===== src/rtl/epr_pkg.sv =====
// ----------------------------------------------------------------------------
// Echo pulse range framer package
// Shared widths, codes, reset values and types of the framer.
// ----------------------------------------------------------------------------
package epr_pkg;

    localparam int CNT_W       = 16;
    localparam int DIV_W       = 8;
    localparam int CNT_IDX_W   = $clog2(CNT_W);
    localparam int Q_DEPTH     = 2;
    localparam int Q_PTR_W     = $clog2(Q_DEPTH);
    localparam int Q_CNT_W     = $clog2(Q_DEPTH + 1);
    localparam int RECIP_W     = 17;
    localparam int PROD_W      = CNT_W + RECIP_W;
    localparam int RECIP_SHIFT = 19;
    localparam int CM_W        = PROD_W - RECIP_SHIFT;

    localparam logic [7:0]         SYNC_BYTE     = 8'hFF;
    localparam logic [DIV_W-1:0]   TICKS_RESET   = 8'd12;
    localparam logic [CNT_W-1:0]   TIMEOUT_RESET = 16'd65000;
    // ceil(2^19 / 10): exact quotient by ten for any 16-bit value
    localparam logic [RECIP_W-1:0] RECIP_10      = 17'd52429;

    typedef enum logic [1:0] {
        MODE_RISE = 2'd0,
        MODE_FALL = 2'd1,
        MODE_TICK = 2'd2
    } t_mode;

    typedef enum logic {
        REG_TICKS   = 1'b0,
        REG_TIMEOUT = 1'b1
    } t_reg_idx;

    typedef enum logic [1:0] {
        S_IDLE,
        S_DIV,
        S_SCALE,
        S_SEND
    } t_back_state;

    typedef struct packed {
        logic [CNT_W-1:0] diff;
    } t_job;

    typedef struct packed {
        logic [DIV_W-1:0] ticks_per_mm;
        logic [CNT_W-1:0] timeout_limit;
    } t_cfg;

endpackage


===== src/rtl/epr_if.sv =====
// ----------------------------------------------------------------------------
// Echo pulse range framer channels
// Valid/ready channels for capture words and frame words.
// ----------------------------------------------------------------------------
interface epr_in_if;
    import epr_pkg::*;
    logic             valid;
    logic             ready;
    logic [1:0]       mode;
    logic [CNT_W-1:0] capture_time;
    modport source (output valid, output mode, output capture_time, input ready);
    modport sink   (input valid, input mode, input capture_time, output ready);
endinterface

interface epr_out_if;
    logic       valid;
    logic       ready;
    logic [7:0] frame_byte;
    logic       last_byte;
    modport source (output valid, output frame_byte, output last_byte, input ready);
    modport sink   (input valid, input frame_byte, input last_byte, output ready);
endinterface


===== src/rtl/epr_front.sv =====
// ----------------------------------------------------------------------------
// Echo pulse range framer front end
// Tracks the edge pairing and queues one pulse width per completed echo.
// ----------------------------------------------------------------------------
module epr_front
    import epr_pkg::*;
(
    input  logic        i_clk,
    input  logic        i_rst_n,
    epr_in_if.sink      i_in,
    input  t_cfg        i_cfg,
    output logic        o_job_valid,
    input  logic        i_job_ready,
    output t_job        o_job
);

    logic             r_waiting;
    logic             n_waiting;
    logic [CNT_W-1:0] r_start;
    logic [CNT_W-1:0] n_start;
    logic             w_accept;

    assign i_in.ready = i_job_ready;
    assign w_accept   = i_in.valid & i_job_ready;

    always_comb begin
        n_waiting   = r_waiting;
        n_start     = r_start;
        o_job_valid = 1'b0;
        o_job.diff  = '0;
        if (w_accept) begin
            case (i_in.mode)
                MODE_RISE: begin
                    if (!r_waiting) begin
                        n_start   = i_in.capture_time;
                        n_waiting = 1'b1;
                    end
                end
                MODE_FALL: begin
                    if (r_waiting) begin
                        o_job_valid = 1'b1;
                        o_job.diff  = i_in.capture_time - r_start;
                        n_waiting   = 1'b0;
                        n_start     = '0;
                    end
                end
                MODE_TICK: begin
                    // abandon the echo: a zero width yields the zero frame
                    if (r_waiting && (i_in.capture_time > i_cfg.timeout_limit)) begin
                        o_job_valid = 1'b1;
                        n_waiting   = 1'b0;
                        n_start     = '0;
                    end
                end
                default: ;
            endcase
        end
    end

    always_ff @(posedge i_clk) begin
        if (!i_rst_n) begin
            r_waiting <= 1'b0;
            r_start   <= '0;
        end else begin
            r_waiting <= n_waiting;
            r_start   <= n_start;
        end
    end

endmodule


===== src/rtl/epr_queue.sv =====
// ----------------------------------------------------------------------------
// Echo pulse range framer job queue
// Small FIFO of pulse widths between the front end and the divider.
// ----------------------------------------------------------------------------
module epr_queue
    import epr_pkg::*;
(
    input  logic i_clk,
    input  logic i_rst_n,
    input  logic i_push,
    output logic o_space,
    input  t_job i_job,
    output logic o_valid,
    input  logic i_pop,
    output t_job o_job
);

    t_job               r_mem [Q_DEPTH];
    logic [Q_PTR_W-1:0] r_wr_ptr;
    logic [Q_PTR_W-1:0] r_rd_ptr;
    logic [Q_CNT_W-1:0] r_count;
    logic               w_push;
    logic               w_pop;

    assign o_space = (r_count != Q_CNT_W'(Q_DEPTH));
    assign o_valid = (r_count != '0);
    assign o_job   = r_mem[r_rd_ptr];
    assign w_push  = i_push & o_space;
    assign w_pop   = i_pop & o_valid;

    always_ff @(posedge i_clk) begin
        if (w_push) begin
            r_mem[r_wr_ptr] <= i_job;
        end
    end

    always_ff @(posedge i_clk) begin
        if (!i_rst_n) begin
            r_wr_ptr <= '0;
            r_rd_ptr <= '0;
            r_count  <= '0;
        end else begin
            if (w_push) begin
                r_wr_ptr <= (r_wr_ptr == Q_PTR_W'(Q_DEPTH - 1)) ? '0 : r_wr_ptr + 1'b1;
            end
            if (w_pop) begin
                r_rd_ptr <= (r_rd_ptr == Q_PTR_W'(Q_DEPTH - 1)) ? '0 : r_rd_ptr + 1'b1;
            end
            case ({w_push, w_pop})
                2'b10:   r_count <= r_count + 1'b1;
                2'b01:   r_count <= r_count - 1'b1;
                default: r_count <= r_count;
            endcase
        end
    end

endmodule


===== src/rtl/epr_back.sv =====
// ----------------------------------------------------------------------------
// Echo pulse range framer back end
// Divides the pulse width, splits cm and mm, and sends the four-word frame.
// ----------------------------------------------------------------------------
module epr_back
    import epr_pkg::*;
(
    input  logic        i_clk,
    input  logic        i_rst_n,
    input  logic        i_job_valid,
    output logic        o_job_pop,
    input  t_job        i_job,
    input  t_cfg        i_cfg,
    epr_out_if.source   o_out
);

    t_back_state          r_state;
    t_back_state          n_state;
    logic [CNT_W-1:0]     r_quo;
    logic [DIV_W-1:0]     r_rem;
    logic [DIV_W-1:0]     r_div;
    logic [CNT_IDX_W-1:0] r_bit;
    logic [PROD_W-1:0]    r_prod;
    logic [1:0]           r_idx;
    logic                 r_out_valid;
    logic [7:0]           r_out_byte;
    logic                 r_out_last;

    logic [DIV_W:0]       w_rem_sh;
    logic                 w_ge;
    logic [DIV_W:0]       w_rem_sub;
    logic [CM_W-1:0]      w_cm;
    logic [CNT_W-1:0]     w_cm16;
    logic [CNT_W-1:0]     w_cm10;
    logic [CNT_W-1:0]     w_mm_full;
    logic                 w_load;
    logic [7:0]           w_byte;

    assign w_rem_sh  = {r_rem, r_quo[CNT_W-1]};
    assign w_ge      = (w_rem_sh >= {1'b0, r_div});
    assign w_rem_sub = w_rem_sh - {1'b0, r_div};

    assign w_cm      = r_prod[PROD_W-1:RECIP_SHIFT];
    assign w_cm16    = CNT_W'(w_cm);
    assign w_cm10    = (w_cm16 << 3) + (w_cm16 << 1);
    assign w_mm_full = r_quo - w_cm10;

    assign w_load    = (r_state == S_SEND) & (~r_out_valid | o_out.ready);
    assign o_job_pop = (r_state == S_IDLE) & i_job_valid;

    assign o_out.valid      = r_out_valid;
    assign o_out.frame_byte = r_out_byte;
    assign o_out.last_byte  = r_out_last;

    always_comb begin
        case (r_idx)
            2'd0:    w_byte = SYNC_BYTE;
            2'd1:    w_byte = w_cm16[15:8];
            2'd2:    w_byte = w_cm16[7:0];
            default: w_byte = {4'b0, w_mm_full[3:0]};
        endcase
    end

    always_comb begin
        n_state = r_state;
        case (r_state)
            S_IDLE:  if (i_job_valid) n_state = S_DIV;
            S_DIV:   if (r_bit == CNT_IDX_W'(CNT_W - 1)) n_state = S_SCALE;
            S_SCALE: n_state = S_SEND;
            S_SEND:  if (w_load && (r_idx == 2'd3)) n_state = S_IDLE;
            default: n_state = S_IDLE;
        endcase
    end

    always_ff @(posedge i_clk) begin
        if (!i_rst_n) begin
            r_state <= S_IDLE;
        end else begin
            r_state <= n_state;
        end
    end

    // datapath: restoring divide one bit a cycle, then reciprocal scale by ten
    always_ff @(posedge i_clk) begin
        case (r_state)
            S_IDLE: begin
                r_quo <= i_job.diff;
                r_rem <= '0;
                r_bit <= '0;
                r_idx <= '0;
                r_div <= (i_cfg.ticks_per_mm == '0) ? DIV_W'(1) : i_cfg.ticks_per_mm;
            end
            S_DIV: begin
                r_rem <= w_ge ? w_rem_sub[DIV_W-1:0] : w_rem_sh[DIV_W-1:0];
                r_quo <= {r_quo[CNT_W-2:0], w_ge};
                r_bit <= r_bit + 1'b1;
            end
            S_SCALE: begin
                r_prod <= PROD_W'(r_quo) * PROD_W'(RECIP_10);
            end
            S_SEND: begin
                if (w_load) begin
                    r_idx <= r_idx + 1'b1;
                end
            end
            default: ;
        endcase
    end

    always_ff @(posedge i_clk) begin
        if (w_load) begin
            r_out_byte <= w_byte;
            r_out_last <= (r_idx == 2'd3);
        end
    end

    always_ff @(posedge i_clk) begin
        if (!i_rst_n) begin
            r_out_valid <= 1'b0;
        end else if (w_load) begin
            r_out_valid <= 1'b1;
        end else if (o_out.ready) begin
            r_out_valid <= 1'b0;
        end
    end

endmodule


===== src/rtl/echo_pulse_range_framer.sv =====
// ----------------------------------------------------------------------------
// Echo pulse range framer
// A falling edge or timeout word passes the two-entry job queue, the 16-step
// bit-serial divider, the scale step and the output register to its first frame
// word. The back end takes one measurement at a time (divide, scale, four output
// words); captures that give no frame are taken every cycle while the queue has room.
// Reset: synchronous, active low; armed for a rising edge, registers at defaults.
// ----------------------------------------------------------------------------
module echo_pulse_range_framer
    import epr_pkg::*;
(
    input  logic        i_clk,
    input  logic        i_rst_n,
    epr_in_if.sink      i_in,
    epr_out_if.source   o_out,
    input  logic        i_psel,
    input  logic        i_penable,
    input  logic        i_pwrite,
    input  logic [2:0]  i_paddr,
    input  logic [31:0] i_pwdata,
    output logic [31:0] o_prdata,
    output logic        o_pready
);

    t_cfg     r_cfg;
    t_reg_idx w_reg;
    logic     w_wr;
    logic     w_fq_valid;
    logic     w_fq_space;
    t_job     w_fq_job;
    logic     w_qb_valid;
    logic     w_qb_pop;
    t_job     w_qb_job;

    assign o_pready = 1'b1;
    assign w_reg    = t_reg_idx'(i_paddr[2]);
    assign w_wr     = i_psel & i_penable & i_pwrite;

    always_comb begin
        case (w_reg)
            REG_TICKS:   o_prdata = 32'(r_cfg.ticks_per_mm);
            REG_TIMEOUT: o_prdata = 32'(r_cfg.timeout_limit);
            default:     o_prdata = '0;
        endcase
    end

    always_ff @(posedge i_clk) begin
        if (!i_rst_n) begin
            r_cfg.ticks_per_mm  <= TICKS_RESET;
            r_cfg.timeout_limit <= TIMEOUT_RESET;
        end else if (w_wr) begin
            case (w_reg)
                REG_TICKS:   r_cfg.ticks_per_mm  <= i_pwdata[DIV_W-1:0];
                REG_TIMEOUT: r_cfg.timeout_limit <= i_pwdata[CNT_W-1:0];
                default: ;
            endcase
        end
    end

    epr_front u_front (
        .i_clk       (i_clk),
        .i_rst_n     (i_rst_n),
        .i_in        (i_in),
        .i_cfg       (r_cfg),
        .o_job_valid (w_fq_valid),
        .i_job_ready (w_fq_space),
        .o_job       (w_fq_job)
    );

    epr_queue u_queue (
        .i_clk   (i_clk),
        .i_rst_n (i_rst_n),
        .i_push  (w_fq_valid),
        .o_space (w_fq_space),
        .i_job   (w_fq_job),
        .o_valid (w_qb_valid),
        .i_pop   (w_qb_pop),
        .o_job   (w_qb_job)
    );

    epr_back u_back (
        .i_clk       (i_clk),
        .i_rst_n     (i_rst_n),
        .i_job_valid (w_qb_valid),
        .o_job_pop   (w_qb_pop),
        .i_job       (w_qb_job),
        .i_cfg       (r_cfg),
        .o_out       (o_out)
    );

endmodule


===== src/flat_wrapper.sv =====
// flat-port wrapper written by rule: the top's interface ports become plain ports
module echo_pulse_range_framer_flat import epr_pkg::*;
  (i_clk, i_rst_n, i_psel, i_penable, i_pwrite, i_paddr, i_pwdata, o_prdata, o_pready, i_in_valid, i_in_mode, i_in_capture_time, i_in_ready, o_out_valid, o_out_frame_byte, o_out_last_byte, o_out_ready);
  epr_in_if i_in_i ();
  epr_out_if o_out_i ();
  input  logic i_clk;
  input  logic i_rst_n;
  input  logic i_psel;
  input  logic i_penable;
  input  logic i_pwrite;
  input  logic [2:0] i_paddr;
  input  logic [31:0] i_pwdata;
  output logic [31:0] o_prdata;
  output logic o_pready;
  input wire logic [$bits(i_in_i.valid)-1:0] i_in_valid;
  input wire logic [$bits(i_in_i.mode)-1:0] i_in_mode;
  input wire logic [$bits(i_in_i.capture_time)-1:0] i_in_capture_time;
  output wire logic [$bits(i_in_i.ready)-1:0] i_in_ready;
  output wire logic [$bits(o_out_i.valid)-1:0] o_out_valid;
  output wire logic [$bits(o_out_i.frame_byte)-1:0] o_out_frame_byte;
  output wire logic [$bits(o_out_i.last_byte)-1:0] o_out_last_byte;
  input wire logic [$bits(o_out_i.ready)-1:0] o_out_ready;
  assign i_in_i.valid = i_in_valid;
  assign i_in_i.mode = i_in_mode;
  assign i_in_i.capture_time = i_in_capture_time;
  assign i_in_ready = i_in_i.ready;
  assign o_out_valid = o_out_i.valid;
  assign o_out_frame_byte = o_out_i.frame_byte;
  assign o_out_last_byte = o_out_i.last_byte;
  assign o_out_i.ready = o_out_ready;
  echo_pulse_range_framer u_core (.i_clk(i_clk), .i_rst_n(i_rst_n), .i_in(i_in_i), .o_out(o_out_i), .i_psel(i_psel), .i_penable(i_penable), .i_pwrite(i_pwrite), .i_paddr(i_paddr), .i_pwdata(i_pwdata), .o_prdata(o_prdata), .o_pready(o_pready));
endmodule

===== config.mk =====
export PLATFORM = sky130hd
export DESIGN_NAME = echo_pulse_range_framer_flat
export DESIGN_NICKNAME = d
export VERILOG_FILES = /design/src/rtl/epr_pkg.sv /design/src/rtl/epr_if.sv /design/src/rtl/epr_front.sv /design/src/rtl/epr_queue.sv /design/src/rtl/epr_back.sv /design/src/rtl/echo_pulse_range_framer.sv /design/src/flat_wrapper.sv
export SDC_FILE = /design/constraint.sdc
export NUM_CORES = 1
export LEC_CHECK = 0
export ABC_AREA = 1
export ABC_CLOCK_PERIOD_IN_PS = 5200
export BUFFER_PORTS_ARGS = -buffer_cell sky130_fd_sc_hd__buf_2
export CAP_MARGIN = 20
export CELL_PAD_IN_SITES_DETAIL_PLACEMENT = 1
export CELL_PAD_IN_SITES_GLOBAL_PLACEMENT = 2
export CORE_ASPECT_RATIO = 0.7
export CORE_MARGIN = 8
export CORE_UTILIZATION = 28
export DETAILED_ROUTE_END_ITERATION = 16
export PLACE_DENSITY_LB_ADDON = 0.1
export SETUP_SLACK_MARGIN = 0.15
export SYNTH_ARGS = -nofsm -noshare
export SYNTH_HDL_FRONTEND = slang
export SYNTH_HIERARCHICAL = 1
export SYNTH_SLANG_ARGS = --single-unit
export TNS_END_PERCENT = 20

===== constraint.sdc =====
create_clock -name i_clk -period 5.2 [get_ports i_clk]
set_input_delay 0.26 -clock i_clk [delete_from_list [all_inputs] [get_ports i_clk]]
set_output_delay 0.26 -clock i_clk [all_outputs]
set_load 0.01 [all_outputs]

==> results of run 1 <==
per-layer routing:
metal  vias to the layer above  GRT usage  part of all wire
li1                       5428          -                 -
met1                      5252     0.2526              0.57
met2                       106     0.2242              0.38
met3                        19    0.02625             0.033
met4                         0    0.02984            0.0091
met5                         -          0                 0
stage by stage:
step / instances / hold WS [ns] / setup TNS, ns / setup WS [ns] / util
global route: 2421 / 0.03065 / 0 / 0.003451 / 0.3387
global placement: 2363 / 0.4531 / -0.001445 / -0.001445 / 0.3105
detailed placement: 2363 / 0.4549 / -0.04339 / -0.01928 / 0.3105
floorplan: 1653 / 0.3804 / 0 / 0.3963 / -
finish: 2421 / 0.04317 / 0 / 0.1656 / 0.3387
CTS: 2414 / 0.008729 / 0 / 0.1478 / 0.3311
worst min-delay path by stage:
stage                     slack [ns]                                   start  cells past startpoint                                      to
final                           0.04                             i_pwdata[7]                      3            u_core/r_cfg[7]$_SDFFE_PN1P_
after floorplan                 0.38                                 i_rst_n                      2    u_core/u_queue/r_wr_ptr$_SDFFE_PN0P_
after detailed placement        0.45  u_core/u_front/r_start[6]$_SDFFE_PN0P_                      2  u_core/u_front/r_start[6]$_SDFFE_PN0P_
after CTS                      0.009                             i_pwdata[7]                      3            u_core/r_cfg[7]$_SDFFE_PN1P_
after global placement          0.45  u_core/u_front/r_start[8]$_SDFFE_PN0P_                      2  u_core/u_front/r_start[8]$_SDFFE_PN0P_
after global routing            0.03                             i_pwdata[6]                      3            u_core/r_cfg[6]$_SDFFE_PN1P_
layout by cell type, fill, tap and decap left out, drive strengths merged, types with 2 or more instances in the layout:
| cell type | n |
|---|---|
| a22o | 3 |
| a21o | 10 |
| inv | 366 |
| mux2 | 16 |
| a31oi | 2 |
| buf | 156 |
| nor3 | 10 |
| a21oi | 81 |
| clkbuf | 19 |
| o22ai | 2 |
| edfxtp | 92 |
| nand3 | 65 |
| ha | 187 |
| xnor2 | 9 |
| nand4 | 26 |
| nand3b | 2 |
| nor2 | 140 |
| o21bai | 9 |
| nor4 | 4 |
| fa | 81 |
| nand2 | 376 |
| dfxtp | 49 |
| o21a | 7 |
| o21ai | 37 |
| clkinv | 6 |
| dlygate4sd3 | 7 |
| xor2 | 13 |
| conb | 17 |
cells by family after synthesis:
| group | after synthesis |
|---|---|
| muxes | 17 |
| other | 2 |
| buffers and inverters | 407 |
| and+or+nand+nor | 625 |
| AOI/OAI and AO/OA | 156 |
| DFF | 141 |
| adders and majority gates | 268 |
| xor gates and xnor gates | 22 |
sequential cells by signal, indices dropped and copies added (netlist names), 2 cells and up, named ones only:
| signal | flops |
|---|---|
| u_core/u_queue/r_mem | 32 |
| u_core/u_back/r_div | 8 |
| u_core/u_back/r_rem | 8 |
| u_core/u_back/r_idx | 2 |
| u_core/u_back/r_quo | 16 |
| u_core/r_cfg | 24 |
| u_core/u_back/r_bit | 4 |
| u_core/u_front/r_start | 16 |
| u_core/u_back/o_out.frame_byte | 8 |
| u_core/u_back/r_state | 2 |
| u_core/u_back/r_prod | 13 |
| u_core/u_queue/r_count | 2 |
cell type report:
type / instances / area [sq um] / share of cell area
tap: 621 / 777.0 / 0.04835
clock inverter: 13 / 115.1 / 0.007162
inverter: 359 / 1350 / 0.08400
sequential: 141 / 3744 / 0.2329
timing repair buffer: 163 / 1075 / 0.06687
multi-input combinational: 1105 / 8536 / 0.5311
clock buffer: 19 / 475.5 / 0.02958
timing repair:
action / 4_1_cts / 5_1_grt
hold buffers: 7 / 0
gates resized for setup: 39 / 76
pin swaps: 23 / 25
buffers inserted: 12 / 6
hold endpoints to repair: 7 / 0
endpoints found under the setup margin: 13 / 13
worst min-delay path: cells and delay by family:
kind | cells | cell delay [ns]
and+or+nand+nor | 2 | 0.11
buffers and inverters | 1 | 0.09
==> flow_summary.ini, run 1 <==
[yosys]
synth_area_sq_um = 13350
synth_top_family_by_area = adder cells
synth_top_area_frac = 0.2069
synth.top_cells.by_count = 360 x nand2_1, 354 x inv_1, 187 x ha_1
ys_seq_area_frac = 0.2803
syn_inst = 1638
synth_fa_ha_area_frac = 0.2966
synth-seq-cells = 141
muxShareOfSynthArea = 0.01705
synth-xor-area-share = 0.01443
synthFlopType = edfxtp_1
synth.distinct_cells = 51
ys_warn_count = 6
synth_most_common_cell = nand2_1
synth_compound_area_frac = 0.06952
yosys-top-cells-area = edfxtp_1 21%, ha_1 18%, fa_1 12%
synth-async-reset-ratio = 0
syn_area_per_cell_sq_um = 8.153
synth_edf_count = 92
yosys.area_share.simple = 0.1969
yosys.area.top_type = edfxtp_1

[finish]
area_delta_synth_final_pct = 20.35
fin_nets = 2115
drive_gt1_frac = 0.1883
diodes = 0
fin_area_sq_um = 16070
num-fill-cells = 5678

[grt]
antenna_found_initial = 0
grt_pass1_wl_um = 67430
track_usage = 0.1600
overflow = 0
grt_pass1_vias = 11460
grt_max_degree = 32

[hold_path]
hold_path_class = input pin to flop

[clocking]
cts.path.max_buffers = 2
clkLatencyLatePin_ns = 0.45
cts.sinks = 141
htree_levels = 4
clkSlewWorstSetupHoldPaths_ns = 0.07
cts_tree = yes
numCtsBuffers = 17
root_buffer = clkbuf_16

[drt]
ant_nets = 0
drtIter0Drc = 521
vias = 10810
drtPass1Iterations = 4
totalWireLength_um = 43020
drc = 0
viasPerCell = 4.463
wl_per_cell_um = 17.77

[setup_path]
reg2regPathDepth = 19
crit_end = u_core/u_back/r_prod[30]$_DFFE_PP_
crit_cells = 19
cp_top_family = adder cells
crit_path_start_kind = flop
crit_buf_inv = 6
cpMostUsedCell = fa_1
crit_slowest_cell = fa_2
crit_path_end_kind = flop
path_cells = buf_6, ha_4, inv_2, fa_1, inv_1, fa_2, fa_1, fa_1, inv_1, fa_1, inv_2, ha_4, nand2_4, inv_2, nand2_4, nor4_4, nand2_2, nand3_1, nand2_1
r2r-start = u_core/u_back/r_quo[7]$_DFFE_PP_
crit_fanout = 4
slowest_delay_ns = 0.60
critPathLaunch = u_core/u_back/r_quo[7]$_DFFE_PP_
cp.arrival_ns = 5.23
crit_type = flop to flop
rr_endpoint = u_core/u_back/r_prod[30]$_DFFE_PP_
reg2reg_slack_ns = 0.17
required_ns = 5.40

[sta]
rsz0062_at_grt = true
fmax_mhz = 198.6
skew_ns = 0.01761
finalSetupViolations = 0
worst_slew_pin_slew_ns = 0.9347
slew_headroom = 0.3762
post-route-period-util = 0.9682
fin_crit_ns = 5.034
hold_viol = 0
slew_viol_final = 0

[place]
routabilityCongestion = 0.8697
io_buffers = 68
dp_hpwl_um = 35260
place_area_sq_um = 14730

[flow_run]
maxCapViolCount = 0

[floorplan]
core_area_sq_um = 47450
die_h_um = 198.7
ios = 104
start_util = 0.2814
die_w_um = 277.0
dieArea_sq_um = 55050
rows = 67

[outcome]
outcome = finished clean
Power of run 1 is left out: the tool's default activity adds up to more than one toggle a clock period on the data nets, which glitch-free logic cannot reach.
==> run 2, diff against run 1 <==
--- a/config.mk
+++ b/config.mk
@@ -14,6 +14,7 @@
 export CORE_ASPECT_RATIO = 0.7
 export CORE_MARGIN = 8
 export CORE_UTILIZATION = 28
+export CTS_BUF_LIST = sky130_fd_sc_hd__clkbuf_4 sky130_fd_sc_hd__clkbuf_8
 export DETAILED_ROUTE_END_ITERATION = 16
 export PLACE_DENSITY_LB_ADDON = 0.1
 export SETUP_SLACK_MARGIN = 0.15
==> run 2 against run 1 <==
Net effect:
- non-clock buffer count up 10
- first-iteration DRC count up 2.1%
- via count up 0.16%
- critical path depth unchanged
- sequential share of layout area down 0.083 points
- register-to-register slack better by 0.06 ns
- fmax up 1.1%
- clock skew up 0.0034 ns
- core utilization up 0.12 points
- hold slack better by 0.048 ns
- routed wire length up 0.19%
- flip-flop and latch count unchanged
- largest cell class unchanged
- highest routed layer unchanged
==> flow_summary.ini, run 2 (same netlist as run 1, synthesis figures left out) <==
[outcome]
outcome = finished clean

[floorplan]
ios = 104
rows = 67
die_h_um = 198.7
core_area_sq_um = 47450
start_util = 0.2814
dieArea_sq_um = 55050
die_w_um = 277.0

[place]
routabilityCongestion = 0.8697
place_area_sq_um = 14730
io_buffers = 68
dp_hpwl_um = 35260

[clocking]
clkLatencyLatePin_ns = 0.50
cts.sinks = 141
cts_tree = yes
root_buffer = clkbuf_8
htree_levels = 4
cts.path.max_buffers = 2
clkSlewWorstSetupHoldPaths_ns = 0.09
numCtsBuffers = 17

[finish]
layout_common_cells = 341 x inv_1, 328 x nand2_1, 158 x ha_1, 124 x nor2_1
top_regs = u_core/u_queue/r_mem: 32 flops, u_core/r_cfg: 24 flops
area_delta_synth_final_pct = 20.78
drive_gt1_frac = 0.2011
largest_register_ffs = 32
fin_nets = 2125
top_register = u_core/u_queue/r_mem
diodes = 0
final_common_cell = inv_1
fin_area_sq_um = 16130

[grt]
antenna_found_initial = 0
grt_max_degree = 32
overflow = 0
grt_pass1_vias = 11480
grt_pass1_wl_um = 67450
track_usage = 0.1601

[setup_path]
reg2regPathDepth = 19
crit_type = flop to flop
required_ns = 5.44
cp_top_family = adder cells
cpMostUsedCell = inv_2
crit_cells = 19
r2r-start = u_core/u_back/r_quo[7]$_DFFE_PP_
slowest_delay_ns = 0.58
critPathLaunch = u_core/u_back/r_quo[7]$_DFFE_PP_
crit_buf_inv = 6
crit_path_end_kind = flop
crit_path_start_kind = flop
crit_fanout = 4
cp.arrival_ns = 5.22
path_cells = ha_4, inv_2, fa_1, inv_2, fa_2, fa_1, fa_1, inv_2, fa_1, inv_2, ha_4, nand2_4, inv_2, nand2_2, nor2_2, o21bai_1, buf_4, nand4_1, nand2_2
crit_slowest_cell = fa_2

[hold_path]
hold_depth = 5
hold_start = i_pwdata[9]
hold_path_class = input pin to flop

[sta]
post-route-period-util = 0.9573
rsz0062_at_grt = true
fmax_mhz = 200.9
slew_headroom = 0.3748
worst_slew_pin_slew_ns = 0.9367
skew_ns = 0.02096
hold_viol = 0
fin_crit_ns = 4.978
finalSetupViolations = 0
slew_viol_final = 0

[drt]
drtPass1Iterations = 5
drc = 0
drtIter0Drc = 532
ant_nets = 0
wl_per_cell_um = 17.73
totalWireLength_um = 43100
vias = 10820
viasPerCell = 4.452

[flow_run]
maxCapViolCount = 0
## run 2: worst min-delay path: stages
cell	delay, ns
buf_2	0.08
inv_1	0.03
nand3_1	0.06
nand2_1	0.05
nor2_1	0.07
## run 2: layout make-up
class,instances,area (sq um)
fillers,5687,31320
clock buffers,17,234.0
repair buffers,173,1161
multi-input cells,1105,8691
flip-flops and latches,141,3744
clock inverters,15,175.2
inverters,359,1348
well taps,621,777.0
## run 2: final timing paths
path / slack [ns] / end
worst max-delay path: 0.22 / u_core/u_back/r_prod[26]$_DFFE_PP_
worst max register to register: 0.22 / u_core/u_back/r_prod[26]$_DFFE_PP_
worst min register to register: 0.47 / u_core/u_front/r_start[7]$_SDFFE_PN0P_
worst min-delay path: 0.09 / u_core/r_cfg[9]$_SDFFE_PN0P_
## run 2: per-layer routing
metal  vias up  global-route usage  part of all wire
met4         0             0.02906            0.0073
met5         -                   0                 0
met1      5256              0.2529              0.57
li1       5447                   -                 -
met3        17             0.02613             0.034
met2       102              0.2247              0.39
## run 2: timing repair
action,CTS,global route
hold endpoints to repair,14,0
resized for setup,40,103
pin swaps,21,55
endpoints found under the setup margin,13,13
setup buffers,12,10
hold buffers,13,0
## run 2: metrics by stage
| step | utilization | hold WS (ns) | worst slack [ns] | TNS [ns] | std cells |
|---|---|---|---|---|---|
| finish | 0.3399 | 0.09140 | 0.2221 | 0 | 2431 |
| CTS | 0.3287 | 0.02814 | 0.1413 | 0 | 2420 |
| detailed placement | 0.3105 | 0.4549 | -0.01928 | -0.04339 | 2363 |
| global placement | 0.3105 | 0.4531 | -0.001445 | -0.001445 | 2363 |
| global route | 0.3399 | 0.07597 | 0.08007 | 0 | 2431 |
| floorplan | - | 0.3804 | 0.3963 | 0 | 1653 |
Power of run 2 is left out for the same reason.
==> run 3, diff against run 2 <==
--- a/config.mk
+++ b/config.mk
@@ -16,8 +16,10 @@
 export CORE_UTILIZATION = 28
 export CTS_BUF_LIST = sky130_fd_sc_hd__clkbuf_4 sky130_fd_sc_hd__clkbuf_8
 export DETAILED_ROUTE_END_ITERATION = 16
+export MAX_ROUTING_LAYER = met4
 export PLACE_DENSITY_LB_ADDON = 0.1
 export SETUP_SLACK_MARGIN = 0.15
+export SKIP_LAST_GASP = 1
 export SYNTH_ARGS = -nofsm -noshare
 export SYNTH_HDL_FRONTEND = slang
 export SYNTH_HIERARCHICAL = 1
==> run 3 against run 2 <==
Net effect:
- final area hardly changed
- via count up 0.13%
- sequential share of layout area about the same
- count of clock-buffer cells in the layout did not move
- critical endpoint unchanged
- worst setup slack worse by 0.029 ns
- non-clock buffer count stayed put
- critical path type unchanged
- global-route usage grew 0.47 points
- die area is the same
- critical path depth is 1 lower
- flip-flop and latch count stayed put
==> flow_summary.ini, run 3 (same netlist as run 1, synthesis figures left out) <==
[clocking]
clkSlewWorstSetupHoldPaths_ns = 0.09
cts.path.max_buffers = 2
clkLatencyLatePin_ns = 0.50
cts_tree = yes
numCtsBuffers = 17
cts.sinks = 141
htree_levels = 4
root_buffer = clkbuf_8

[grt]
grt_pass1_wl_um = 67500
antenna_found_initial = 0
track_usage = 0.1647
overflow = 0
grt_pass1_vias = 11470
grt_max_degree = 32

[sta]
post-route-period-util = 0.9628
slew_viol_final = 0
finalSetupViolations = 0
rsz0062_at_grt = true
skew_ns = 0.01963
hold_viol = 0
fmax_mhz = 199.7
fin_crit_ns = 5.006
slew_headroom = 0.3868
worst_slew_pin_slew_ns = 0.9188

[finish]
layout_common_cells = 340 x inv_1, 330 x nand2_1, 158 x ha_1, 124 x nor2_1
diodes = 0
final_common_cell = inv_1
final_util = 0.3397
fin_nets = 2125
num-fill-cells = 5692
drive_gt1_frac = 0.2017
multi_input_area_sq_um = 8677
seq_area_sq_um = 3744
top_register = u_core/u_queue/r_mem
area_delta_synth_final_pct = 20.70
top_regs = u_core/u_queue/r_mem: 32 flops, u_core/r_cfg: 24 flops
largest_register_ffs = 32

[floorplan]
dieArea_sq_um = 55050
ios = 104
core_area_sq_um = 47450
start_util = 0.2814
rows = 67
die_w_um = 277.0
die_h_um = 198.7

[drt]
ant_nets = 0
drtIter0Drc = 529
vias = 10840
totalWireLength_um = 43040
wl_per_cell_um = 17.71
drc = 0
drtPass1Iterations = 5
viasPerCell = 4.457

[place]
io_buffers = 68
dp_hpwl_um = 35260
routabilityCongestion = 0.8839

[setup_path]
crit_type = flop to flop
cp.arrival_ns = 5.25
crit_fanout = 4
required_ns = 5.44
crit_path_start_kind = flop
crit_path_end_kind = flop

[outcome]
outcome = finished clean

[flow_run]
maxCapViolCount = 0

[hold_path]
hold_path_class = input pin to flop
run 3: stage by stage:
| stage | hold WS, ns | instances | TNS [ns] | setup slack, ns | cell area (sq um) |
|---|---|---|---|---|---|
| finish | 0.09351 | 2431 | 0 | 0.1936 | 16120 |
| floorplan | 0.3804 | 1653 | 0 | 0.3963 | 13410 |
| global placement | 0.4531 | 2363 | -0.001445 | -0.001445 | 14730 |
| global route | 0.07598 | 2431 | 0 | 0.06408 | 16120 |
| CTS | 0.02814 | 2420 | 0 | 0.1413 | 15600 |
| detailed placement | 0.4549 | 2363 | -0.04339 | -0.01928 | 14730 |
run 3: final timing paths:
check | from | to | slack, ns | depth (start not counted)
hold reg to reg | u_core/u_front/r_start[7]$_SDFFE_PN0P_ | u_core/u_front/r_start[7]$_SDFFE_PN0P_ | 0.47 | 2
setup reg to reg | u_core/u_back/r_quo[7]$_DFFE_PP_ | u_core/u_back/r_prod[26]$_DFFE_PP_ | 0.19 | 18
hold / removal | i_pwdata[9] | u_core/r_cfg[9]$_SDFFE_PN0P_ | 0.09 | 5
setup / recovery | u_core/u_back/r_quo[7]$_DFFE_PP_ | u_core/u_back/r_prod[26]$_DFFE_PP_ | 0.19 | 18
run 3: critical path: stages, from the launching register on:
cell      delay, ns
edfxtp_1       0.51
ha_4           0.33
inv_2          0.05
fa_1           0.55
inv_2          0.05
fa_2           0.58
fa_1           0.43
fa_1           0.51
inv_2          0.04
fa_1           0.54
inv_2          0.05
ha_4           0.29
nand2_2        0.08
inv_2          0.07
nand2_2        0.12
nor3_2         0.21
nand2_2        0.11
nand4_1        0.13
nand2_2        0.09
run 3: cell type report:
class                   count  share of cell area
multi-input cells        1105              0.5383
flip-flops and latches    141              0.2323
inverters                 359             0.08376
repair buffers            173             0.07204
well taps                 621             0.04821
clock buffers              17             0.01452
clock inverters            15             0.01087
run 3: metal layers:
layer / routed length, um / global-route usage / up-vias
met4: 319 / 0.02906 / 0
met2: 16690 / 0.2254 / 92
met1: 24720 / 0.2526 / 5284
met5: 0 / - / -
li1: - / - / 5443
met3: 1314 / 0.02555 / 17
run 3: timing repair:
action	4_1_cts	5_1_grt
setup endpoints to repair	13	13
setup buffers	12	10
hold endpoints to repair	14	0
pin swaps	21	56
hold buffers	13	0
resized for setup	40	102
Power of run 3 is left out for the same reason.
